**config.mk**
```make
export PLATFORM = sky130hd
export DESIGN_NAME = sha1_hash_core
export DESIGN_NICKNAME = d
export VERILOG_FILES = /design/src/rtl/core/sha1_hc_pkg.sv /design/src/rtl/core/sha1_hc_round.sv /design/src/rtl/core/sha1_hash_core.sv
export SDC_FILE = /design/constraint.sdc
export NUM_CORES = 2
export LEC_CHECK = 0
export BUFFER_PORTS_ARGS = -buffer_cell sky130_fd_sc_hd__buf_4
export CORE_MARGIN = 2
export CORE_UTILIZATION = 35
export CTS_BUF_LIST = sky130_fd_sc_hd__clkbuf_8
export DETAILED_ROUTE_END_ITERATION = 10
export GPL_TIMING_DRIVEN = 0
export SYNTH_ARGS = -nofsm -noshare
export SYNTH_HDL_FRONTEND = slang
export SYNTH_SLANG_ARGS = --single-unit
export TNS_END_PERCENT = 30
```
**constraint.sdc**
```tcl
create_clock -name clk_i -period 8.5 [get_ports clk_i]
set_clock_uncertainty 0.05 [all_clocks]
set_input_delay 0.425 -clock clk_i [delete_from_list [all_inputs] [get_ports clk_i]]
set_output_delay 0.425 -clock clk_i [all_outputs]
set_load 0.1 [all_outputs]
```
**src/rtl/core/sha1_hc_pkg.sv**
```systemverilog
`timescale 1ns / 1ps
// Shared types and constants of the SHA-1 hash core.
// No dependencies; imported by sha1_hc_round and sha1_hash_core.
package sha1_hc_pkg;

  localparam int unsigned RndW = 7;

  typedef logic [31:0]       word_t;
  typedef word_t [4:0]       hvec_t;   // element 0 is A / H0
  typedef logic [RndW-1:0]   rnd_t;

  localparam rnd_t RoundLast  = 7'd79;
  localparam rnd_t AddLast    = 7'd4;
  localparam rnd_t Stage1End  = 7'd20;
  localparam rnd_t Stage2End  = 7'd40;
  localparam rnd_t Stage3End  = 7'd60;

  localparam hvec_t InitChain = {32'hC3D2E1F0, 32'h10325476, 32'h98BADCFE,
                                 32'hEFCDAB89, 32'h67452301};

  localparam word_t K0 = 32'h5A827999;
  localparam word_t K1 = 32'h6ED9EBA1;
  localparam word_t K2 = 32'h8F1BBCDC;
  localparam word_t K3 = 32'hCA62C1D6;

  localparam logic [7:0] PadByte = 8'h80;

endpackage

```
**src/rtl/core/sha1_hc_round.sv**
```systemverilog
`timescale 1ns / 1ps
// One SHA-1 compression round: round function, constant select and the
// five-operand add. Depends on sha1_hc_pkg.
module sha1_hc_round (
  input  sha1_hc_pkg::hvec_t work_i,
  input  sha1_hc_pkg::word_t w_i,
  input  sha1_hc_pkg::rnd_t  rnd_i,
  output sha1_hc_pkg::hvec_t work_o
);
  import sha1_hc_pkg::*;

  word_t a, b, c, d, e, f, k, t;

  always_comb begin
    a = work_i[0];
    b = work_i[1];
    c = work_i[2];
    d = work_i[3];
    e = work_i[4];
    priority if (rnd_i < Stage1End) begin
      f = (b & c) | (~b & d);
      k = K0;
    end else if (rnd_i < Stage2End) begin
      f = b ^ c ^ d;
      k = K1;
    end else if (rnd_i < Stage3End) begin
      f = (b & c) | (b & d) | (c & d);
      k = K2;
    end else begin
      f = b ^ c ^ d;
      k = K3;
    end
    t = {a[26:0], a[31:27]} + f + e + k + w_i;
    work_o[0] = t;
    work_o[1] = a;
    work_o[2] = {b[1:0], b[31:2]};
    work_o[3] = c;
    work_o[4] = d;
  end

endmodule

```
**src/rtl/core/sha1_hash_core.sv**
```systemverilog
`timescale 1ns / 1ps
// SHA-1 hash core: byte buffer, schedule window, round sequencer and digest.
// Depends on sha1_hc_pkg and sha1_hc_round.
//
// Input channel: one transaction per byte (data_byte_i, carries_byte_i,
// last_i). A transaction with carries_byte_i low and last_i high ends a
// message without adding a byte, so the empty message can be hashed.
// Output channel: one transaction per message holding the five digest words,
// digest_word0_o being H0.
// Bytes that do not complete a 64-byte block are taken at one per cycle while in_stall_o is low.
// Completing a block starts a compression: the working variables load on the
// accepting edge, then 80 rounds through the single round unit and five
// steps of chain update through one adder, during all of which in_stall_o is
// high.
// Closing a message runs a padding step, one or two compressions (with a
// length step between two) and a load of the digest register; two
// compressions are needed when fewer than 9 bytes of space are left in the
// last block.
// The digest waits in an output register while out_stall_i is high; the next
// message can be taken meanwhile, and only its final digest load waits.
// Reset restores the initial chain value and clears the byte count and the
// output valid flag.
module sha1_hash_core (
  input  logic                clk_i,
  input  logic                rst_ni,
  input  logic                in_valid_i,
  output logic                in_stall_o,
  input  logic [7:0]          data_byte_i,
  input  logic                carries_byte_i,
  input  logic                last_i,
  output logic                out_valid_o,
  input  logic                out_stall_i,
  output sha1_hc_pkg::word_t  digest_word0_o,
  output sha1_hc_pkg::word_t  digest_word1_o,
  output sha1_hc_pkg::word_t  digest_word2_o,
  output sha1_hc_pkg::word_t  digest_word3_o,
  output sha1_hc_pkg::word_t  digest_word4_o
);
  import sha1_hc_pkg::*;

  typedef enum logic [2:0] {
    S_IDLE, S_PAD, S_LEN, S_ROUND, S_ADD, S_DONE
  } state_e;

  typedef enum logic [1:0] {
    PH_BLOCK, PH_EXTRA, PH_FINAL
  } phase_e;

  state_e        state_q, state_d;
  phase_e        phase_q, phase_d;
  logic          last_q;
  logic [60:0]   cnt_q;
  rnd_t          rnd_q;
  logic          out_valid_q;
  hvec_t         chain_q;
  hvec_t         work_q, work_next;
  hvec_t         digest_q;
  word_t         win_q [16];
  word_t         sched_new;
  logic [63:0]   bit_len;
  logic [5:0]    pos;
  logic [3:0]    word_idx;
  logic [1:0]    lane;
  logic          in_acc;
  logic          byte_acc;
  logic          out_free;

  assign pos      = cnt_q[5:0];
  assign word_idx = pos[5:2];
  assign lane     = pos[1:0];
  assign bit_len  = {cnt_q, 3'b000};
  assign in_acc   = in_valid_i && (state_q == S_IDLE);
  assign byte_acc = in_acc && carries_byte_i;
  assign out_free = !out_valid_q || !out_stall_i;

  // Place a byte in its lane; the first byte of a word clears the rest.
  function automatic word_t put_byte(word_t cur, logic [1:0] ln, logic [7:0] b);
    word_t r;
    r = (ln == 2'd0) ? '0 : cur;
    for (int l = 0; l < 4; l++) begin
      if (ln == 2'(l)) r[8*(3-l) +: 8] = b;
    end
    return r;
  endfunction

  sha1_hc_round u_round (
    .work_i (work_q),
    .w_i    (win_q[0]),
    .rnd_i  (rnd_q),
    .work_o (work_next)
  );

  assign sched_new = {win_q[13][30:0] ^ win_q[8][30:0] ^ win_q[2][30:0] ^ win_q[0][30:0],
                      win_q[13][31] ^ win_q[8][31] ^ win_q[2][31] ^ win_q[0][31]};

  always_comb begin
    state_d = state_q;
    phase_d = phase_q;
    unique case (state_q)
      S_IDLE: begin
        if (in_acc) begin
          if (carries_byte_i && (pos == 6'd63)) begin
            state_d = S_ROUND;
            phase_d = PH_BLOCK;
          end else if (last_i) begin
            state_d = S_PAD;
          end
        end
      end
      S_PAD: begin
        state_d = S_ROUND;
        phase_d = (pos >= 6'd56) ? PH_EXTRA : PH_FINAL;
      end
      S_LEN: begin
        state_d = S_ROUND;
        phase_d = PH_FINAL;
      end
      S_ROUND: begin
        if (rnd_q == RoundLast) state_d = S_ADD;
      end
      S_ADD: begin
        if (rnd_q == AddLast) begin
          unique case (phase_q)
            PH_BLOCK: state_d = last_q ? S_PAD : S_IDLE;
            PH_EXTRA: state_d = S_LEN;
            PH_FINAL: state_d = S_DONE;
            default:  state_d = S_IDLE;
          endcase
        end
      end
      S_DONE: begin
        if (out_free) state_d = S_IDLE;
      end
      default: state_d = S_IDLE;
    endcase
  end

  // Control, counters, chain value and output valid.
  always_ff @(posedge clk_i or negedge rst_ni) begin
    if (!rst_ni) begin
      state_q     <= S_IDLE;
      phase_q     <= PH_BLOCK;
      last_q      <= 1'b0;
      cnt_q       <= '0;
      rnd_q       <= '0;
      out_valid_q <= 1'b0;
      chain_q     <= InitChain;
    end else begin
      state_q <= state_d;
      phase_q <= phase_d;
      if (in_acc) last_q <= last_i;
      if (byte_acc) cnt_q <= cnt_q + 61'd1;
      if ((state_q == S_ROUND) || (state_q == S_ADD)) begin
        rnd_q <= (state_d == state_q) ? rnd_q + 7'd1 : '0;
      end
      if (state_q == S_ADD) begin
        // Rotate through the one adder; five steps restore the order.
        for (int i = 0; i < 4; i++) chain_q[i] <= chain_q[i+1];
        chain_q[4] <= chain_q[0] + work_q[0];
      end
      if ((state_q == S_DONE) && out_free) begin
        out_valid_q <= 1'b1;
        chain_q     <= InitChain;
        cnt_q       <= '0;
      end else if (out_valid_q && !out_stall_i) begin
        out_valid_q <= 1'b0;
      end
    end
  end

  // Working variables and digest register.
  always_ff @(posedge clk_i) begin
    if ((state_q != S_ROUND) && (state_d == S_ROUND)) begin
      work_q <= chain_q;
    end else if (state_q == S_ROUND) begin
      work_q <= work_next;
    end else if (state_q == S_ADD) begin
      for (int i = 0; i < 4; i++) work_q[i] <= work_q[i+1];
      work_q[4] <= work_q[0];
    end
    if ((state_q == S_DONE) && out_free) digest_q <= chain_q;
  end

  // Message block and schedule window.
  always_ff @(posedge clk_i) begin
    if (state_q == S_ROUND) begin
      for (int i = 0; i < 15; i++) win_q[i] <= win_q[i+1];
      win_q[15] <= sched_new;
    end else if (byte_acc) begin
      win_q[word_idx] <= put_byte(win_q[word_idx], lane, data_byte_i);
    end else if (state_q == S_PAD) begin
      for (int i = 0; i < 16; i++) begin
        if (4'(i) > word_idx) begin
          if ((pos < 6'd56) && (i == 14)) win_q[i] <= bit_len[63:32];
          else if ((pos < 6'd56) && (i == 15)) win_q[i] <= bit_len[31:0];
          else win_q[i] <= '0;
        end
      end
      win_q[word_idx] <= put_byte(win_q[word_idx], lane, PadByte);
    end else if (state_q == S_LEN) begin
      for (int i = 0; i < 14; i++) win_q[i] <= '0;
      win_q[14] <= bit_len[63:32];
      win_q[15] <= bit_len[31:0];
    end
  end

  assign in_stall_o     = (state_q != S_IDLE);
  assign out_valid_o    = out_valid_q;
  assign digest_word0_o = digest_q[0];
  assign digest_word1_o = digest_q[1];
  assign digest_word2_o = digest_q[2];
  assign digest_word3_o = digest_q[3];
  assign digest_word4_o = digest_q[4];

`ifndef ASSERT_OFF
  a_round_range: assert property (@(posedge clk_i) disable iff (!rst_ni)
    (state_q == S_ROUND) |-> (rnd_q <= RoundLast))
    else $error("round index beyond last round");

  a_add_range: assert property (@(posedge clk_i) disable iff (!rst_ni)
    (state_q == S_ADD) |-> (rnd_q <= AddLast))
    else $error("chain update step out of range");

  a_digest_source: assert property (@(posedge clk_i) disable iff (!rst_ni)
    $rose(out_valid_q) |-> ($past(state_q) == S_DONE))
    else $error("digest raised outside final step");

  a_msg_restart: assert property (@(posedge clk_i) disable iff (!rst_ni)
    ((state_q == S_DONE) && out_free) |=> ((cnt_q == '0) && (state_q == S_IDLE)))
    else $error("message state not cleared after digest");
`endif

endmodule
```
* Word level (Yosys, flattened, before mapping)
Memories as Yosys holds them, arrays and structs flattened.
Index checks and enable logic that the tools add are counted.
** Word-level totals
- Memories kept :: 1
- RAM bits :: 512
- Bits of input ports :: 14
- Register bits after elaboration :: 555
- Output and inout port bits :: 162
- Logic and storage cells :: 343
** Memories
- win_q :: words 16, width 32, read ports 17, clocked after Yosys merged registers in 0, wr ports 16, line sha1_hash_core.sv:58 : word_t win_q [16];
** Operators by class
- Muxes and demuxes :: 202
- Add/sub/neg operators :: 7
- Bitwise gates (word level) :: 51
- Order comparisons :: 21
- Reduce and logical (&&, ||, !) cells :: 22
- Equal/unequal tests :: 18
** Operators by type and width (count)
- two-way mux 32 bit :: 42
- two-way mux 160 bit :: 5
- two-way mux 8 bit :: 28
- adder 32 bit :: 5
- bitwise AND 32 bit :: 4
- two-way mux 61 bit :: 2
- two-way mux 1 bit :: 110
- bitwise OR 32 bit :: 3
- XOR 31 bit :: 3
- XOR 32 bit :: 2
- adder 61 x 1 -> 61 bit (second input constant) :: 1
- bitwise OR 1 bit :: 35
- greater-than comparator 4 bit (first input constant) :: 8
- inverter 32 bit :: 1
- OR reduction 32 bit :: 1
- two-way mux 31 bit :: 1
- two-way mux 3 bit :: 6
- greater-than comparator 3 x 4 -> 1 bit (first input constant) :: 4
- case mux 3 bit (5 select lines) :: 1
- < comparator 7 x 6 -> 1 bit (second input constant) :: 2
- equality test 3 x 2 -> 1 bit (second input constant) :: 3
- case mux 3 bit (3 select lines) :: 1
- nonzero test 3 bit :: 3
- greater-than comparator 1 x 4 -> 1 bit (first input constant) :: 2
- 29 further kinds :: 48

* Logic depth before layout (Yosys ltp)
- Word-level depth :: 12
- Mapped depth :: 20
- Mapped depth without buffers :: 18

* Modules after synthesis
A second synthesis with hierarchy kept.
** Unflattened totals
- Cell total of the unflattened synthesis :: 5064
- Area, all modules :: 57774.2 um^2
** By module, submodules not included
- sha1_hash_core :: area each 51287.9 um^2, sequential area each 30964.7 um^2, instances 1, cells an instance 4301
- sha1_hc_round :: area each 6486.2 um^2, sequential area each 0.0 um^2, instances 1, cells an instance 763

* Least setup slack after synthesis
OpenSTA, ideal clock, no wires.
- Path kind :: flip-flop to flip-flop
- Start :: register out_valid_q (netlist: out_valid_o)
- End :: register digest_q, in the netlist digest_word0_o[0], enable pin
- Setup slack :: 1.813 ns
- Arrival :: 6.050 ns
- Data required time :: 7.863 ns
- Setup time :: 0.587 ns
- Period minus slack after synthesis :: 6.687 ns
- Stages on the path, launching flop included :: 6
- Path buffers :: 2
- Cell sequence :: dfrtp_1 nand2_1 nand3_1 clkinv_1 clkbuf_1 clkbuf_1
** On the way
- Word-level cells in the longest chain between the ends :: 3
** Ends and longest elaborated chain
- start, declared :: line sha1_hash_core.sv:54 : logic out_valid_q;
- start signal, assigned :: line sha1_hash_core.sv:146 : out_valid_q <= 1'b0;
- start signal, assigned :: line sha1_hash_core.sv:162 : out_valid_q <= 1'b1;
- start signal, assigned :: line sha1_hash_core.sv:166 : out_valid_q <= 1'b0;
- zero test 1 bit :: line sha1_hash_core.sv:74 : assign out_free = !out_valid_q || !out_stall_i;
- logical OR 1 bit :: line sha1_hash_core.sv:74
- logical AND 1 bit :: line sha1_hash_core.sv:181 : if ((state_q == S_DONE) && out_free) digest_q <= chain_q;
- end signal, assigned :: line sha1_hash_core.sv:181
- end, declared :: line sha1_hash_core.sv:57 : hvec_t digest_q;
Every way passes these cells.
A chain may end at the register's enable or synchronous reset.

* Final worst setup path
- Start :: register rnd_q[6]
- End :: register work_q[30] in the netlist's numbering (data pin)
** On the way
- Word-level cells in the longest chain between the ends :: 10
- Elaborated cells on any way between the ends :: 22
- Classes of those cells :: add/sub (4); order compare (3); eq/ne (3); mux (11); reduce/logical (1)
** Ends and longest elaborated chain
- start, declared :: line sha1_hash_core.sv:53 : rnd_t rnd_q;
- start signal, assigned :: line sha1_hash_core.sv:154 : rnd_q <= (state_d == state_q) ? rnd_q + 7'd1 : '0;
- < comparator 7 x 6 -> 1 bit :: line sha1_hc_round.sv:26 : end else if (rnd_i < Stage3End) begin
- two-way mux 32 bit :: line sha1_hc_round.sv:26
- two-way mux 32 bit :: line sha1_hc_round.sv:23 : end else if (rnd_i < Stage2End) begin
- two-way mux 32 bit :: line sha1_hc_round.sv:20 : priority if (rnd_i < Stage1End) begin
- adder 32 bit (4 in series) :: line sha1_hc_round.sv:33 : t = {a[26:0], a[31:27]} + f + e + k + w_i;
- two-way mux 160 bit :: line sha1_hash_core.sv:175 : end else if (state_q == S_ROUND) begin
- two-way mux 160 bit (*) :: line sha1_hash_core.sv:173 : if ((state_q != S_ROUND) && (state_d == S_ROUND)) begin
- end signal, assigned :: line sha1_hash_core.sv:174 : work_q <= chain_q;
- end signal, assigned :: line sha1_hash_core.sv:176 : work_q <= work_next;
- end, declared :: line sha1_hash_core.sv:56 : hvec_t work_q, work_next;
Mark *: on every way between the ends. The rest lies on a longest branch, timed or not.

==> results by group <==
Worst setup path
  • Arrival @ worst endpoint: a little over 8 ns
  • FF-to-FF Start: rnd_q[6]
  • WP data required: between 9 and 10 ns
  • Crit path from: rnd_q[6]
  • CP Launch Type: flop
  • Worst path most repeated cell: nand2_1
  • CP Capture Type: flop
  • Crit path kind: flop to flop
  • Worst-path fanout max: 10
  • Worst-path cell chain: clkbuf_1 -> a41oi_2 -> nand2_1 -> nand2_1 -> inv_1 -> clkbuf_1 -> a221oi_1 -> fa_1 -> inv_1 -> ha_1 -> a2111oi_0 -> o21ai_0 -> nand2_1 -> o221ai_1 -> a211oi_1 -> o41ai_1 -> xnor2_1 -> a21oi_1
  • CP peak stage delay: ~0.75 ns
  • Slowest CP cell: a221oi_1

GRT
  • Initial antenna violation count: 7
  • First-pass GRT wire length: 329 mm
  • Global route overflow: 0
  • Gr usage total: between 20% and 30%
  • Largest net degree at the start of global routing: 111
  • Vias in the first global route: around 44000

Final layout
  • Final Core Density: about two fifths
  • Fraction of layout cells with a size suffix above 1: 15.6%
  • Area grow syn2layout: 14.9%
  • Fillers: 15755
  • # nets final: about 5600
  • Finished layout cell area: 0.0660 sq mm

Die
  • Initial Util: a little over a third
  • Die Wd: approximately 410 um
  • Row Count: 148
  • Die H: 409 um
  • Area of the die: 0.167 sq mm
  • Ports: 176
  • Core box area: 0.163 sq mm

Detailed routing
  • Post-DR wirelength/cell: just over 30 um
  • Antenna Nets Post-Route: 0
  • DR iter-0 viols: approximately 6100
  • Residual DRC: 0
  • Vias: 45689
  • Number of iterations in the first detailed-routing pass: 6
  • Vias per cell: ~5.9
  • Final wirelength: 237 mm

Clock tree
  • CTS tree: done
  • Gates resized, CTS repair: 0
  • Worst-path clk slew: about 0.070 ns
  • Clk root buf: clkbuf_8
  • Clock Latency Late Sink: roughly 0.96 ns
  • # clock sinks: between 1000 and 1500
  • Cts bufs inserted: around 190
  • CTS HTree Levels: 4
  • Maximum clock insertion buffer count: 3

STA
  • Final Max Tran Viols: 32
  • Final setup fails: 0
  • Slew @ Worst Pin: 1.55 ns
  • Min Hold Slack: 0.0796 ns
  • Final cycle utilization of the critical path: 87.6%
  • RSZ-0062 raised after global routing: no
  • PnR worst setup slack: 1.05 ns
  • Hold Fails Final Rpt: 0
  • Fmax: 134 MHz
  • Slew headroom: -3.03%
  • Final min period: ~7.4 ns

Synthesis
  • Netlist cell types: 95
  • Synth area leaders: edfxtp_1, dfrtp_1, nand2_1
  • Post-synthesis sequential area ratio: between 50% and 60%
  • FF+latch count, synth: 1067
  • Post-synth top area cell: edfxtp_1
  • Synth warnings: 0
  • Number of flops mapped to enable cells by yosys: 832
  • Cells after Synth: 4988
  • Mapped Area: 0.0574 sq mm
  • Top cell type's share of synthesized area: 43.5%
  • Post-Syn Nets: between 5000 and 6000
  • Synth async-reset ratio: around 22%
  • Mean Syn Cell Area: 11.5 sq um
  • Main synth FF type: edfxtp_1

Flow run
  • Max Cap Viol: 4

Placement
  • DP Area: between 0.06 and 0.07 sq mm
  • Buffers on Ports: roughly 180
  • Dpl ws: 1.17 ns
  • Post-DP HPWL: 172 mm
  • Placer Congestion: between 0.9 and 1

Hold path
  • Min-Delay Path Class: input port to asynchronous set/reset pin

Status
  • Status: finished, violations left
  • Failing checks: max-capacitance violations, max-slew violations
## cells in the final DEF (no fill, tap or decap), types with 146 or more instances in the layout
master / count
edfxtp_1: 832
nand2_1: 805
o21ai_0: 554
nand3_1: 311
inv_1: 309
clkbuf_1: 238
clkbuf_8: 212
buf_4: 196
mux2i_1: 184
a21oi_1: 158
dfrtp_1: 155
nor2_1: 146
## Yosys cell counts, drive strengths merged (11+ instances only)
cell type	number
nor3	33
dfstp	80
buf	106
o21ai	635
nor2	146
inv	247
o211ai	11
or3	20
nor2b	25
a221oi	46
nand3	314
edfxtp	832
dfrtp	155
ha	82
a32oi	14
mux4	160
and2	42
mux2i	184
a211oi	51
fa	113
xnor2	123
nand4	17
o31ai	11
a21oi	164
a22oi	12
and3	27
o2bb2ai	30
a31oi	22
a21o	39
nand2	813
xor2	84
clkbuf	243
## final cells by class
| type | count | area (sq um) | area share, % |
|---|---|---|---|
| Multi-Input combinational cell | 3322 | 23900 | 36.2 |
| Buffer | 351 | 1700 | 2.57 |
| Inverter | 248 | 931 | 1.41 |
| Timing Repair Buffer | 216 | 1980 | 3.00 |
| Sequential cell | 1067 | 31000 | 46.9 |
| Antenna cell | 5 | 12.5 | 0.0190 |
| Clock buffer | 212 | 2920 | 4.42 |
| Tap cell | 2175 | 2720 | 4.13 |
| Clock inverter | 137 | 852 | 1.29 |
## worst paths after layout
kind	endpoint	slack, ns	depth (start not counted)
hold reg to reg	chain_q[55]	0.46	2
setup / recovery	work_q[30]	1.05	18
hold / removal	chain_q[132]	0.08	2
setup reg to reg	work_q[30]	1.05	18
min in group clk_i	cnt_q[4]	0.10	6
max in group asynchronous	chain_q[2]	7.12	3
## kinds of logic after synthesis
group	count (synthesis)	share of synthesized area, %
muxes	349	9.77
buffers and inverters	599	4.57
DFF	1067	53.9
adders and majority gates	195	5.73
and+or+nand+nor	1467	11.2
AOI/OAI and AO/OA	1104	11.6
xor gates and xnor gates	207	3.16
## worst max-delay path: cells and delay by family (launching register included)
family	cells	cell delay (ns)
xor+xnor	1	0.20
flops	1	0.36
buf+inv	4	0.95
simple gates	3	1.32
fa+ha+maj	2	0.82
compound gates	8	3.42
## stage by stage
step / cells / setup TNS, ns
global route: 7729 / 0
finish: 7733 / 0
floorplan: 4988 / 0
detailed placement: 7373 / 0
CTS: 7727 / 0
global placement: 7338 / -574.87
## repair_timing
| item | 4_1_cts | 5_1_grt |
|---|---|---|
| hold endpoints to repair | 183 | 0 |
| buffers inserted | 0 | 0 |
| hold buffers | 5 | 0 |
| setup endpoints to repair | 0 | 0 |
## state kept, by name, summed over array words and instances (netlist names)
register        count
chain_q           160
rnd_q               7
digest_word4_o     32
state_q             3
win_q             512
digest_word3_o     32
work_q            160
digest_word1_o     32
digest_word2_o     32
last_q              1
digest_word0_o     32
cnt_q              61
out_valid_o         1
phase_q             2
## routing by layer
layer | GRT usage, % | vias to the layer above | wire length, um
met1 | 35.0 | 22947 | 88800
met3 | 8.40 | 670 | 27800
met2 | 42.8 | 3085 | 107000
li1 | - | 18981 | -
met4 | 13.3 | 6 | 13000
met5 | 0.316 | - | 146
Power is not shown: default switching activity piles up to over one toggle a cycle in this logic, so the estimate is an artifact.
